**src/rtl/cfc_pkg.sv**
```systemverilog
`default_nettype none
package cfc_pkg;

  localparam logic [31:0] CRC_POLY = 32'hEDB88320;
  localparam logic [31:0] CRC_ONES = 32'hFFFFFFFF;
  localparam logic [31:0] SYNC_RESET = 32'h48415400;
  localparam int unsigned MAXLEN_W = 25;
  localparam logic [MAXLEN_W-1:0] MAXLEN_RESET = 25'd65536;
  localparam int unsigned CNT_W = 25;
  localparam int unsigned ADDR_W = 3;

  typedef enum logic [0:0] {
    REG_SYNC   = 1'b0,
    REG_MAXLEN = 1'b1
  } cfc_reg_t;

  typedef enum logic [2:0] {
    ST_OK    = 3'd0,
    ST_SYNC  = 3'd1,
    ST_CRC   = 3'd2,
    ST_LEN   = 3'd3,
    ST_TRUNC = 3'd4
  } cfc_status_t;

  typedef struct packed {
    logic [7:0] rx_byte;
    logic       frame_start;
  } cfc_in_t;

  typedef struct packed {
    logic        kind;
    logic [7:0]  payload_byte;
    logic [2:0]  status;
    logic [15:0] seq_number;
    logic [31:0] frame_len;
  } cfc_out_t;

  typedef struct packed {
    logic [31:0]         sync_pattern;
    logic [MAXLEN_W-1:0] max_payload_len;
  } cfc_cfg_t;

  // Reflected CRC-32 update over one byte, one bit per step.
  function automatic logic [31:0] crc32_byte(input logic [31:0] crc, input logic [7:0] b);
    logic [31:0] c;
    c = crc ^ {24'd0, b};
    for (int k = 0; k < 8; k++) begin
      c = c[0] ? ((c >> 1) ^ CRC_POLY) : (c >> 1);
    end
    return c;
  endfunction

endpackage
`default_nettype wire

```
**src/rtl/cfc_parser.sv**
```systemverilog
`default_nettype none
module cfc_parser (
  input  wire logic              clk,
  input  wire logic              rst_n,
  input  wire logic              step,
  input  wire cfc_pkg::cfc_in_t  item,
  input  wire cfc_pkg::cfc_cfg_t cfg,
  output logic                   res_valid,
  output cfc_pkg::cfc_out_t      res
);
  import cfc_pkg::*;

  typedef enum logic [2:0] {
    PH_IDLE,
    PH_SYNC,
    PH_SEQ,
    PH_LEN,
    PH_PAY,
    PH_CRC
  } phase_t;

  phase_t           phase_r, phase_nxt, ph_w;
  logic [CNT_W-1:0] cnt_r, cnt_nxt, cnt_w, cnt_inc;
  logic [31:0]      crc_r, crc_nxt, crc_w, crc_upd;
  logic [23:0]      sync_r, sync_nxt, sync_w;
  logic [15:0]      seq_r, seq_nxt, seq_w;
  logic [31:0]      len_r, len_nxt, len_w, len_full;
  logic [23:0]      crcsh_r, crcsh_nxt, crcsh_w;
  logic             trunc;
  logic [7:0]       b;
  logic [1:0]       idx;

  function automatic logic [23:0] ins24(input logic [23:0] w, input logic [1:0] i,
                                        input logic [7:0] v);
    logic [23:0] r;
    r = w;
    unique case (i)
      2'd0:    r[7:0]   = v;
      2'd1:    r[15:8]  = v;
      2'd2:    r[23:16] = v;
      default: ;
    endcase
    return r;
  endfunction

  assign b       = item.rx_byte;
  assign idx     = cnt_w[1:0];
  assign cnt_inc = cnt_w + 1'b1;
  assign crc_upd = crc32_byte(crc_w, b);

  always_comb begin
    trunc = 1'b0;
    if (item.frame_start) begin
      // restart: this byte is the first sync byte of a fresh frame
      trunc   = (phase_r != PH_IDLE);
      ph_w    = PH_SYNC;
      cnt_w   = '0;
      crc_w   = CRC_ONES;
      sync_w  = '0;
      seq_w   = '0;
      len_w   = '0;
      crcsh_w = '0;
    end else begin
      ph_w    = phase_r;
      cnt_w   = cnt_r;
      crc_w   = crc_r;
      sync_w  = sync_r;
      seq_w   = seq_r;
      len_w   = len_r;
      crcsh_w = crcsh_r;
    end

    phase_nxt = ph_w;
    cnt_nxt   = cnt_w;
    crc_nxt   = crc_w;
    sync_nxt  = sync_w;
    seq_nxt   = seq_w;
    len_nxt   = len_w;
    crcsh_nxt = crcsh_w;
    len_full  = {b, len_w[23:0]};

    res_valid        = trunc;
    res.kind         = 1'b1;
    res.payload_byte = 8'd0;
    res.status       = ST_TRUNC;

    unique case (ph_w)
      PH_SYNC: begin
        crc_nxt  = crc_upd;
        sync_nxt = ins24(sync_w, idx, b);
        cnt_nxt  = cnt_inc;
        if (idx == 2'd3) begin
          cnt_nxt = '0;
          if ({b, sync_w} != cfg.sync_pattern) begin
            res_valid  = 1'b1;
            res.status = ST_SYNC;
            phase_nxt  = PH_IDLE;
          end else begin
            phase_nxt = PH_SEQ;
          end
        end
      end
      PH_SEQ: begin
        crc_nxt = crc_upd;
        cnt_nxt = cnt_inc;
        if (!cnt_w[0]) begin
          seq_nxt = {seq_w[15:8], b};
        end else begin
          seq_nxt   = {b, seq_w[7:0]};
          cnt_nxt   = '0;
          phase_nxt = PH_LEN;
        end
      end
      PH_LEN: begin
        crc_nxt = crc_upd;
        cnt_nxt = cnt_inc;
        if (idx == 2'd3) begin
          len_nxt = len_full;
          cnt_nxt = '0;
          if (len_full > {{(32-MAXLEN_W){1'b0}}, cfg.max_payload_len}) begin
            res_valid  = 1'b1;
            res.status = ST_LEN;
            phase_nxt  = PH_IDLE;
          end else begin
            phase_nxt = (len_full == 32'd0) ? PH_CRC : PH_PAY;
          end
        end else begin
          len_nxt = {8'd0, ins24(len_w[23:0], idx, b)};
        end
      end
      PH_PAY: begin
        crc_nxt          = crc_upd;
        res_valid        = 1'b1;
        res.kind         = 1'b0;
        res.payload_byte = b;
        res.status       = ST_OK;
        cnt_nxt          = cnt_inc;
        if ({{(32-CNT_W){1'b0}}, cnt_inc} >= len_w) begin
          cnt_nxt   = '0;
          phase_nxt = PH_CRC;
        end
      end
      PH_CRC: begin
        crcsh_nxt = ins24(crcsh_w, idx, b);
        cnt_nxt   = cnt_inc;
        if (idx == 2'd3) begin
          cnt_nxt    = '0;
          res_valid  = 1'b1;
          res.status = ({b, crcsh_w} == ~crc_w) ? ST_OK : ST_CRC;
          phase_nxt  = PH_IDLE;
        end
      end
      default: phase_nxt = PH_IDLE;
    endcase

    // truncated status reports the old frame's fields
    res.seq_number = trunc ? seq_r : seq_nxt;
    res.frame_len  = trunc ? len_r : len_nxt;
  end

  always_ff @(posedge clk) begin
    if (!rst_n) begin
      phase_r <= PH_IDLE;
      cnt_r   <= '0;
      crc_r   <= CRC_ONES;
      sync_r  <= '0;
      seq_r   <= '0;
      len_r   <= '0;
      crcsh_r <= '0;
    end else if (step) begin
      phase_r <= phase_nxt;
      cnt_r   <= cnt_nxt;
      crc_r   <= crc_nxt;
      sync_r  <= sync_nxt;
      seq_r   <= seq_nxt;
      len_r   <= len_nxt;
      crcsh_r <= crcsh_nxt;
    end
  end

endmodule
`default_nettype wire

```
**config.mk**
```make
export PLATFORM = sky130hd
export DESIGN_NAME = cfc_parser
export DESIGN_NICKNAME = d
export VERILOG_FILES = /design/src/rtl/cfc_pkg.sv /design/src/rtl/cfc_parser.sv
export SDC_FILE = /design/constraint.sdc
export NUM_CORES = 1
export LEC_CHECK = 0
export BUFFER_PORTS_ARGS = -buffer_cell sky130_fd_sc_hd__clkbuf_2
export CORE_ASPECT_RATIO = 1.5
export CORE_MARGIN = 2
export CORE_UTILIZATION = 54
export DETAILED_ROUTE_END_ITERATION = 12
export GPL_ROUTABILITY_DRIVEN = 0
export PLACE_DENSITY = 0.78
export SKIP_LAST_GASP = 1
export SLEW_MARGIN = 20
export SYNTH_ARGS = -nofsm -noshare
export SYNTH_HDL_FRONTEND = slang
export SYNTH_SLANG_ARGS = --single-unit
export TNS_END_PERCENT = 20
```
**constraint.sdc**
```tcl
create_clock -name clk -period 4.5 [get_ports clk]
set_input_delay 0.45 -clock clk [delete_from_list [all_inputs] [get_ports clk]]
set_output_delay 0.45 -clock clk [all_outputs]
set_load 0.05 [all_outputs]
```
# Word level (Yosys, flattened, before mapping)
# Cells that the tools add are included.
# Widths: inputs -> output; s select.
# totals
out_inout_bits	61
reg_bits	156
word_cells	96
inputBits	69
# op_classes
mux	61
addsub	1
n_reduce_logical	5
bitwise_logic	10
order_cmp	2
eq_ne	10
# op_table
cell	n
$mux 32	14
$not 13->14	8
$mux 25	4
$mux 24	4
$pmux 25 s3	1
$mux 8	9
$mux 16	4
$mux 3	12
$eq 32x32->1	1
$ge 25x32->1	1
$gt 32x25->1	1
$logic_not 32->1	1
$ne 32x32->1	1
$not 32->32	1
$xor 32x8->32	1
$add 25x1->25 const B	1
$pmux 3 s5	1
$pmux 3 s4	1
$mux 9	1
$mux 1	7
$eq 3x2->1 const B	2
$eq 3x3->1 const B	2
$eq 2x2->1 const B	2
$mux 2	2
7 further kinds	7

# Depth between registers and ports, before layout
# Gate-level depths: netlist of run 1.
# depth
word_depth	19
ltp_mapped	23
mapped_depth_nobuf	17

# Worst setup path before layout of run 1
# No wires, ideal clock.
# synth_path
path_kind	input -> register
from	input item[0] (netlist name)
to	register cnt_r[24]
setup_slack_ns	-0.378
arrival_ns	4.761
setup_time_ns	0.117
n_path_buf	8
path_stages	22
required_time_ns	4.383
path_cell_list	buf_2 buf_2 buf_4 buf_2 buf_2 buf_2 buf_1 nor2b_1 ha_1 and3_1 and3_1 clkbuf_1 nand3_1 or3_1 a21oi_1 ha_1 nand4_1 or4b_1 a41o_1 a21oi_2 nor2_1 a22o_1
# synth_via
elab_chain_cells	5
word_cells_on_any_way	16
classes_between	add/sub (1); order compare (1); eq/ne (6); mux (7); reduce/logical (1)
# synth_lines
item	line_no	text
start: declaration	cfc_parser.sv:6	input wire cfc_pkg::cfc_in_t item,
$mux 25	cfc_parser.sv:53	if (item.frame_start) begin
$add 25x1->25	cfc_parser.sv:48	assign cnt_inc = cnt_w + 1'b1;
$ge 25x32->1	cfc_parser.sv:138	if ({{(32-CNT_W){1'b0}}, cnt_inc} >= len_w) begin
$mux 25	cfc_parser.sv:138	
$pmux 25 s3 (*)	cfc_parser.sv:87	unique case (ph_w)
end signal: assignment	cfc_parser.sv:172	cnt_r <= cnt_nxt;
end: declaration	cfc_parser.sv:23	logic [CNT_W-1:0] cnt_r, cnt_nxt, cnt_w, cnt_inc;
# Mark *: on every way between the ends. The rest lies on a longest branch, timed or not.
# A chain may end at the register's enable or synchronous reset.

# Final worst setup path of run 1
# layout_path
from	input item[0] (netlist name)
to	output res_valid
# layout_via
elab_chain_cells	5
word_cells_on_any_way	18
classes_between	order compare (1); eq/ne (6); mux (11)
# layout_lines
item	line_no	text
$mux 32 or $mux 24 (tied branches)	cfc_parser.sv:53	
$gt 32x25->1 or $ne 32x32->1 (tied branches)	cfc_parser.sv:120, cfc_parser.sv:94	
$mux 1, on equally long branches	cfc_parser.sv:120, cfc_parser.sv:94	
$mux 1, on equally long branches	cfc_parser.sv:117, cfc_parser.sv:92	
$pmux 1 s4 (*)	cfc_parser.sv:87	
end: declaration	cfc_parser.sv:8	output logic res_valid,
# Marks and branches as above.

==> results.sh, run 1 <==
export IMPL_min_period_ps=4040
export IMPL_max_cap_viol_count=0
export IMPL_first_global_vias=9818
export IMPL_clock_tree_root_cell="sky130_fd_sc_hd__clkbuf_16"
export IMPL_grt_use_met3_pct=5.32
export IMPL_synth_ff_latch_count=156
export IMPL_viasPerCell=6.20
export IMPL_largest_net_degree_at_the_start_of_global_routing=81
export IMPL_gr_usage_met1_pct=35.1
export IMPL_grtUsageMet2_pct=55.3
export IMPL_final_core_utilization_pct=61.9
export IMPL_grt_antenna_before_repair=0
export IMPL_routed_via_count=10400
export IMPL_final_max_slew_violation_count=0
export IMPL_hpwl_mm=23.7
export IMPL_die_w_um=119
export IMPL_r2r_worst_path_cells=17
export IMPL_drt_wl_total_mm=32.9
export IMPL_layout_commonest_cell="sky130_fd_sc_hd__dfxtp_1"
export IMPL_yosysSeqAreaShare_pct=29.1
export IMPL_synth_edf_count=0
export IMPL_switching_share_pct=30.0
export IMPL_post_synth_inst_count=1335
export IMPL_timing_rr_end="cnt_r[9]$_SDFFE_PN0P_"
export IMPL_p_sw_uw=1100
export IMPL_global_route_overflow_total=0
export IMPL_cts_tree="built"
export IMPL_worst_setup_hold_path_clk_slew_ps=60
export IMPL_number_of_fill_cells_in_the_layout=1686
export IMPL_fp_dieArea_um2=21100
export IMPL_cts_made_buffers=17
export IMPL_setup_worst_path_class="input pin to output port"
export IMPL_outcome="complete, no violations"
export IMPL_post_cts_buffers=0
export IMPL_drt_antenna_violating_nets=0
export IMPL_seq_area_um2=3120
export IMPL_syn_area_per_cell_um2=8.05
export IMPL_synth_distinct_cells=73
export IMPL_hold_class="input pin to flip-flop"
export IMPL_detail_route_drc_violations=0
export IMPL_number_of_buffers_between_clock_root_and_the_deepest_sink=2
export IMPL_mappedNetlistArea_um2=10700
export IMPL_layout_area_overhead_vs_synth_pct=13.0
export IMPL_combPwrFrac_pct=19.2
export IMPL_end_kind="output port"
export IMPL_clkLatencyLatePin_ps=440
export IMPL_async_reset_ff_share_pct=0
export IMPL_post_route_period_util_pct=89.9
export IMPL_clock_tree_htree_level_count=4
export IMPL_yosys_most_used_dff="sky130_fd_sc_hd__dfxtp_1"
export IMPL_worst_ir_drop_vdd_mv=0.243
export IMPL_fin_total_pwr_uw=3650
export IMPL_whs_path_depth=2
export IMPL_final_setup_viol_count=0
export IMPL_core_rowCount=63
export IMPL_worst_endpoint_arrival_ps=3590
export IMPL_firstDrtPassIters=6
export IMPL_nNetsFinal=1531
export IMPL_placeableCoreArea_um2=19600
export IMPL_fin_worst_skew_ps=8.84
export IMPL_drt_wirelength_per_cell_um=19.6
export IMPL_finalSetupTns_ps=0
export IMPL_max_slew_margin_pct=35.2
export IMPL_grt_most_used_layer="met2"
export IMPL_port_buf_inserts=129
export IMPL_clock_sinks=156
export IMPL_fp_dieH_um=177
export IMPL_syn_num_nets=1460
export IMPL_maxClockFrequency_mhz=247
export IMPL_timing_worst_slew_pin_value_ps=969
export IMPL_drt_iter0_drc=970
export IMPL_reg2reg_from="cnt_r[0]$_SDFFE_PN0P_"
export IMPL_place_worst_setup_slack_ps=309
export IMPL_grt_setup_unrepaired="no"
export IMPL_path_max_fanout=29
export IMPL_internal_power_uw=2560
export IMPL_power_leakage_uw=0.00508
export IMPL_hold_path_startpoint="rst_n"
export IMPL_grt_first_pass_wirelength_mm=51.4
export IMPL_floorplan_initialDensity_pct=54.7
export IMPL_timing_hold_violations_final=0
export IMPL_cts_resized=0
export IMPL_cts_hold_buffers_added=0
export IMPL_gr_usage_all_layers_pct=30.8
export IMPL_worstSetupStartpointType="input pin"
export IMPL_hold_endpoint="crc_r[5]$_SDFFE_PN1P_"
export IMPL_regToRegSetupSlack_ps=520
export IMPL_power_clock_fraction_pct=40.4
export IMPL_drive_above_1_share_pct=15.1
export IMPL_multi_input_area_um2=7050
export IMPL_synth_warning_count=0
export IMPL_most_common_layout_cells="sky130_fd_sc_hd__dfxtp_1 (156), sky130_fd_sc_hd__nand2_1 (130), sky130_fd_sc_hd__clkbuf_2 (127), sky130_fd_sc_hd__nor2b_1 (107), sky130_fd_sc_hd__nor2_1 (98)"
export IMPL_boundaryPins=130
export IMPL_powerDensity_nw_per_um2=301
export IMPL_power_sequential_fraction_pct=40.4
export IMPL_finalWorstSetupSlack_ps=456
export IMPL_cp_required_ps=4050
export IMPL_diodes=0
-- per-stage QoR --
step	area (um2)	hold slack, ps	instances
finish	12100	499	1679
global route	12100	533	1679
CTS	12100	500	1679
detailed placement	11500	486	1647
global placement	11500	480	1647
floorplan	10800	462	1335
-- cell families (layout without fill, tap and decap cells) --
family,Yosys count,after routing,share of synthesized area (%)
compound gates,352,352,23.7
xor+xnor,136,136,12.0
fa+ha+maj,56,56,6.52
buf+inv,164,248,6.01
flops,156,156,29.1
mux,4,4,0.408
simple gates,467,467,22.3
-- worst max-delay path: stages --
cell and delay (ps):
sky130_fd_sc_hd__buf_4 190, sky130_fd_sc_hd__inv_2 390, sky130_fd_sc_hd__nand2_1 230, sky130_fd_sc_hd__inv_1 130, sky130_fd_sc_hd__ha_1 250, sky130_fd_sc_hd__and3_1 170, sky130_fd_sc_hd__a221oi_1 320, sky130_fd_sc_hd__o21ai_0 180
sky130_fd_sc_hd__mux2_2 300, sky130_fd_sc_hd__o22ai_2 330, sky130_fd_sc_hd__o22ai_2 180, sky130_fd_sc_hd__o21bai_4 210, sky130_fd_sc_hd__clkbuf_2 240
-- routing by layer --
layer	routed length [um]	share of wire, %
met4	1640	5.0
met5	0	0
met2	16600	50
met3	2360	7.2
met1	12300	37
-- registers in the layout, indices dropped and copies added, names as in the netlist --
name     cells
cnt_r       25
phase_r      3
crcsh_r     24
seq_r       16
len_r       32
sync_r      24
crc_r       32
-- worst max path at each step --
stage	start	endpoint	slack (ps)	cells past startpoint
floorplan	item[0]	cnt_r[23]$_SDFFE_PN0P_	20	23
global placement	item[0]	cnt_r[3]$_SDFFE_PN0P_	430	18
detailed placement	item[0]	cnt_r[9]$_SDFFE_PN0P_	310	18
CTS	item[0]	res_valid	540	13
global route	cnt_r[0]$_SDFFE_PN0P_	cnt_r[9]$_SDFFE_PN0P_	170	17
finish	item[0]	res_valid	460	13
-- Yosys cell counts, drive strengths merged, types with 3 or more instances --
| cell | n | area, um2 |
|---|---|---|
| and3 | 25 | 156 |
| nor4 | 15 | 124 |
| a22oi | 96 | 721 |
| o21a | 5 | 37.5 |
| a22o | 67 | 587 |
| nand2 | 130 | 488 |
| nand3 | 18 | 90.1 |
| dfxtp | 156 | 3120 |
| and2 | 8 | 50.1 |
| xnor2 | 102 | 965 |
| a31oi | 10 | 62.6 |
| nor3 | 13 | 70.1 |
| buf | 29 | 139 |
| a21o | 8 | 60.1 |
| mux2 | 3 | 33.8 |
| a221oi | 4 | 35.0 |
| o22ai | 9 | 68.8 |
| o21bai | 5 | 37.5 |
| inv | 67 | 251 |
| nand4 | 26 | 163 |
| nor2b | 108 | 676 |
| a21oi | 38 | 198 |
| clkbuf | 68 | 255 |
| or3 | 3 | 18.8 |
| nor2 | 100 | 378 |
| o21ai | 49 | 245 |
| nor4bb | 8 | 80.1 |
| o211ai | 33 | 248 |
| ha | 56 | 701 |
| o32ai | 4 | 35.0 |
| a211oi | 4 | 30.0 |
| xor2 | 33 | 297 |
-- final cells by class --
class / count / share of cell area (%)
multi-input combinational: 1015 / 58.0
sequential: 156 / 25.7
timing repair buffer: 149 / 6.59
clock buffer: 18 / 3.62
tap: 260 / 2.68
inverter: 67 / 2.07
clock inverter: 14 / 1.30
-- power by group through the flow --
stage | combinational (uW) | clock [uW] | sequential (uW)
3_5_place_dp | 687 | 0 | 1500
2_1_floorplan | 539 | 0 | 1480
3_3_place_gp | 679 | 0 | 1500
4_1_cts | 696 | 1480 | 1470
5_1_grt | 758 | 1540 | 1480
6_report | 702 | 1480 | 1470
No activity file was read; power rests on OpenSTA's default activity.
==> run 2: changes to the inputs <==
- SLEW_MARGIN: 20 -> 40
- clock period: 4.5 -> 3.6 ns (I/O delays scaled with it)
==> run 2 against run 1 <==
Effect of this change:
- the flow now finishes with violations (negative setup slack)
- largest power group unchanged
- non-clock buffer count rose by 55
- clock power rose by 28%
- hold slack got worse by 59 ps
- design area rose by 4.5%
- sequential power rose by 25%
- wire length rose by 4.9%
- global-route usage rose by 1.1 points
- die area did not move
- register-to-register slack got worse by 570 ps
- final cell count rose by 3.3%
==> results.sh, run 2 (synthesis gave the netlist of run 1 again) <==
export IMPL_cp_required_ps=3920
export IMPL_cts_made_buffers=17
export IMPL_r2r_worst_path_cells=15
export IMPL_power_leakage_uw=0.00538
export IMPL_drt_iter0_drc=983
export IMPL_finalWorstSetupSlack_ps=-46.4
export IMPL_slowest_cell_on_the_critical_path="sky130_fd_sc_hd__or4b_4"
export IMPL_critical_path_max_stage_delay_ps=570
export IMPL_number_of_buffers_between_clock_root_and_the_deepest_sink=2
export IMPL_die_w_um=119
export IMPL_switching_share_pct=28.7
export IMPL_worstSetupStartpointType="flip-flop"
export IMPL_failing_checks="negative setup slack"
export IMPL_hold_endpoint="crcsh_r[12]$_SDFFE_PN0P_"
export IMPL_drive_above_1_share_pct=18.9
export IMPL_setup_worst_path_class="flip-flop to flip-flop"
export IMPL_power_sequential_fraction_pct=39.5
export IMPL_boundaryPins=130
export IMPL_whs_path_depth=3
export IMPL_grt_first_pass_wirelength_mm=52.8
export IMPL_internal_power_uw=3320
export IMPL_layout_area_overhead_vs_synth_pct=18.1
export IMPL_fin_total_pwr_uw=4660
export IMPL_detail_route_drc_violations=0
export IMPL_power_clock_fraction_pct=40.6
export IMPL_seq_area_um2=3130
export IMPL_combPwrFrac_pct=19.8
export IMPL_cts_tree="built"
export IMPL_floorplan_initialDensity_pct=54.7
export IMPL_firstDrtPassIters=6
export IMPL_maxClockFrequency_mhz=274
export IMPL_finalSetupTns_ps=-456
export IMPL_worst_setup_hold_path_clk_slew_ps=60
export IMPL_top_regs="crc_r x32, len_r x32, cnt_r x25"
export IMPL_post_route_period_util_pct=101
export IMPL_layout_commonest_cell="sky130_fd_sc_hd__dfxtp_1"
export IMPL_largest_net_degree_at_the_start_of_global_routing=100
export IMPL_drt_antenna_violating_nets=0
export IMPL_worst_endpoint_arrival_ps=3970
export IMPL_drt_wirelength_per_cell_um=19.9
export IMPL_multi_input_area_um2=7120
export IMPL_regToRegSetupSlack_ps=-50
export IMPL_hold_class="input pin to flip-flop"
export IMPL_clkLatencyLatePin_ps=440
export IMPL_global_route_overflow_total=0
export IMPL_path_common_cell="sky130_fd_sc_hd__nand4_1"
export IMPL_gr_usage_all_layers_pct=31.8
export IMPL_grt_antenna_before_repair=0
export IMPL_timing_worst_slew_pin_value_ps=855
export IMPL_hold_path_startpoint="item[5]"
export IMPL_final_max_slew_violation_count=0
export IMPL_max_cap_viol_count=0
export IMPL_crit_chain="nor2b_4 > ha_4 > and3_4 > nand4_1 > and3b_2 > nand4_1 > xor2_1 > nor2_1 > ha_1 > nand4_1 > or4b_4 > a41o_4 > a21oi_4 > a21oi_4 > a22o_1"
export IMPL_placeableCoreArea_um2=19600
export IMPL_powerDensity_nw_per_um2=368
export IMPL_fp_dieArea_um2=21100
export IMPL_fp_dieH_um=177
export IMPL_core_rowCount=63
export IMPL_path_max_fanout=5
export IMPL_clock_sinks=156
export IMPL_timing_rr_end="cnt_r[10]$_SDFFE_PN0P_"
export IMPL_viasPerCell=6.21
export IMPL_clock_tree_htree_level_count=4
export IMPL_place_worst_setup_slack_ps=-246
export IMPL_routed_via_count=10800
export IMPL_outcome="finished with violations"
export IMPL_grt_setup_unrepaired="yes"
export IMPL_p_sw_uw=1340
export IMPL_diodes=0
export IMPL_max_slew_margin_pct=43.0
export IMPL_final_setup_viol_count=15
export IMPL_reg2reg_from="cnt_r[1]$_SDFFE_PN0P_"
export IMPL_number_of_fill_cells_in_the_layout=1646
export IMPL_hpwl_mm=24.8
export IMPL_timing_hold_violations_final=0
export IMPL_port_buf_inserts=129
export IMPL_clock_tree_root_cell="sky130_fd_sc_hd__clkbuf_16"
export IMPL_first_global_vias=10100
export IMPL_nNetsFinal=1587
export IMPL_drt_wl_total_mm=34.5
export IMPL_worst_ir_drop_vdd_mv=0.361
export IMPL_most_common_layout_cells="sky130_fd_sc_hd__dfxtp_1 (154), sky130_fd_sc_hd__nand2_1 (129), sky130_fd_sc_hd__clkbuf_2 (126), sky130_fd_sc_hd__nor2b_1 (107), sky130_fd_sc_hd__nor2_1 (98)"
export IMPL_min_period_ps=3650
export IMPL_fin_hold_ws_ps=440
export IMPL_end_kind="flip-flop"
export IMPL_fin_worst_skew_ps=8.36
## run 2: cell types whose count changed in the layout (fill, tap and decap cells not counted), moves of 3 or more
cell,delta
sky130_fd_sc_hd__buf_12,+3
sky130_fd_sc_hd__buf_4,+51
sky130_fd_sc_hd__clkinv_2,+4
sky130_fd_sc_hd__inv_6,-4
## run 2: worst max-delay path by stage
stage | slack [ps] | from | end
after global placement | -150 | item[0] | cnt_r[7]$_SDFFE_PN0P_
after global routing | -210 | cnt_r[1]$_SDFFE_PN0P_ | cnt_r[10]$_SDFFE_PN0P_
after floorplan | -590 | item[0] | cnt_r[10]$_SDFFE_PN0P_
after CTS | 9 | cnt_r[1]$_SDFFE_PN0P_ | cnt_r[10]$_SDFFE_PN0P_
after detailed placement | -250 | item[0] | cnt_r[12]$_SDFFE_PN0P_
final | -50 | cnt_r[1]$_SDFFE_PN0P_ | cnt_r[10]$_SDFFE_PN0P_
## run 2: cell type report
| type | instances | share of cell area (%) |
|---|---|---|
| multi-input combinational | 1016 | 56.1 |
| sequential | 156 | 24.6 |
| timing repair buffer | 204 | 9.97 |
| clock buffer | 19 | 3.41 |
| tap | 260 | 2.56 |
| inverter | 67 | 1.98 |
| clock inverter | 13 | 1.37 |
## run 2: worst max-delay path, delay by kind of cell (launching register included)
kind            cells  cell delay (ps)
fa+ha+maj           2              440
simple gates        8             1650
xor+xnor            1              150
compound gates      4              910
flops               1              370
## run 2: per-stage QoR
| step | util [%] | cells | instance area (um2) |
|---|---|---|---|
| CTS | 64.2 | 1729 | 12600 |
| finish | 64.7 | 1735 | 12700 |
| detailed placement | 61.0 | 1697 | 12000 |
| floorplan | - | 1335 | 10900 |
| global placement | 61.0 | 1697 | 12000 |
| global route | 64.7 | 1735 | 12700 |
## run 2: layer usage
metal,GRT usage (%),part of all wire [%],vias up
met3,5.96,7.7,140
met1,35.0,36,5071
met5,0,0,-
met4,19.2,5.7,0
met2,56.5,51,566
li1,-,-,4996
## run 2: repair_timing
action,CTS,global route
pin swaps,1,16
buffers inserted,0,4
resized for setup,3,10
cloned,0,1
hold buffers,0,0
setup endpoints to repair,23,30
## run 2: power by group through the flow
stage	clock network [uW]	logic [uW]	registers, uW
after detailed placement	0	892	1880
after global routing	1970	998	1850
after global placement	0	878	1880
after CTS	1900	906	1840
after floorplan	0	678	1850
final	1900	926	1840
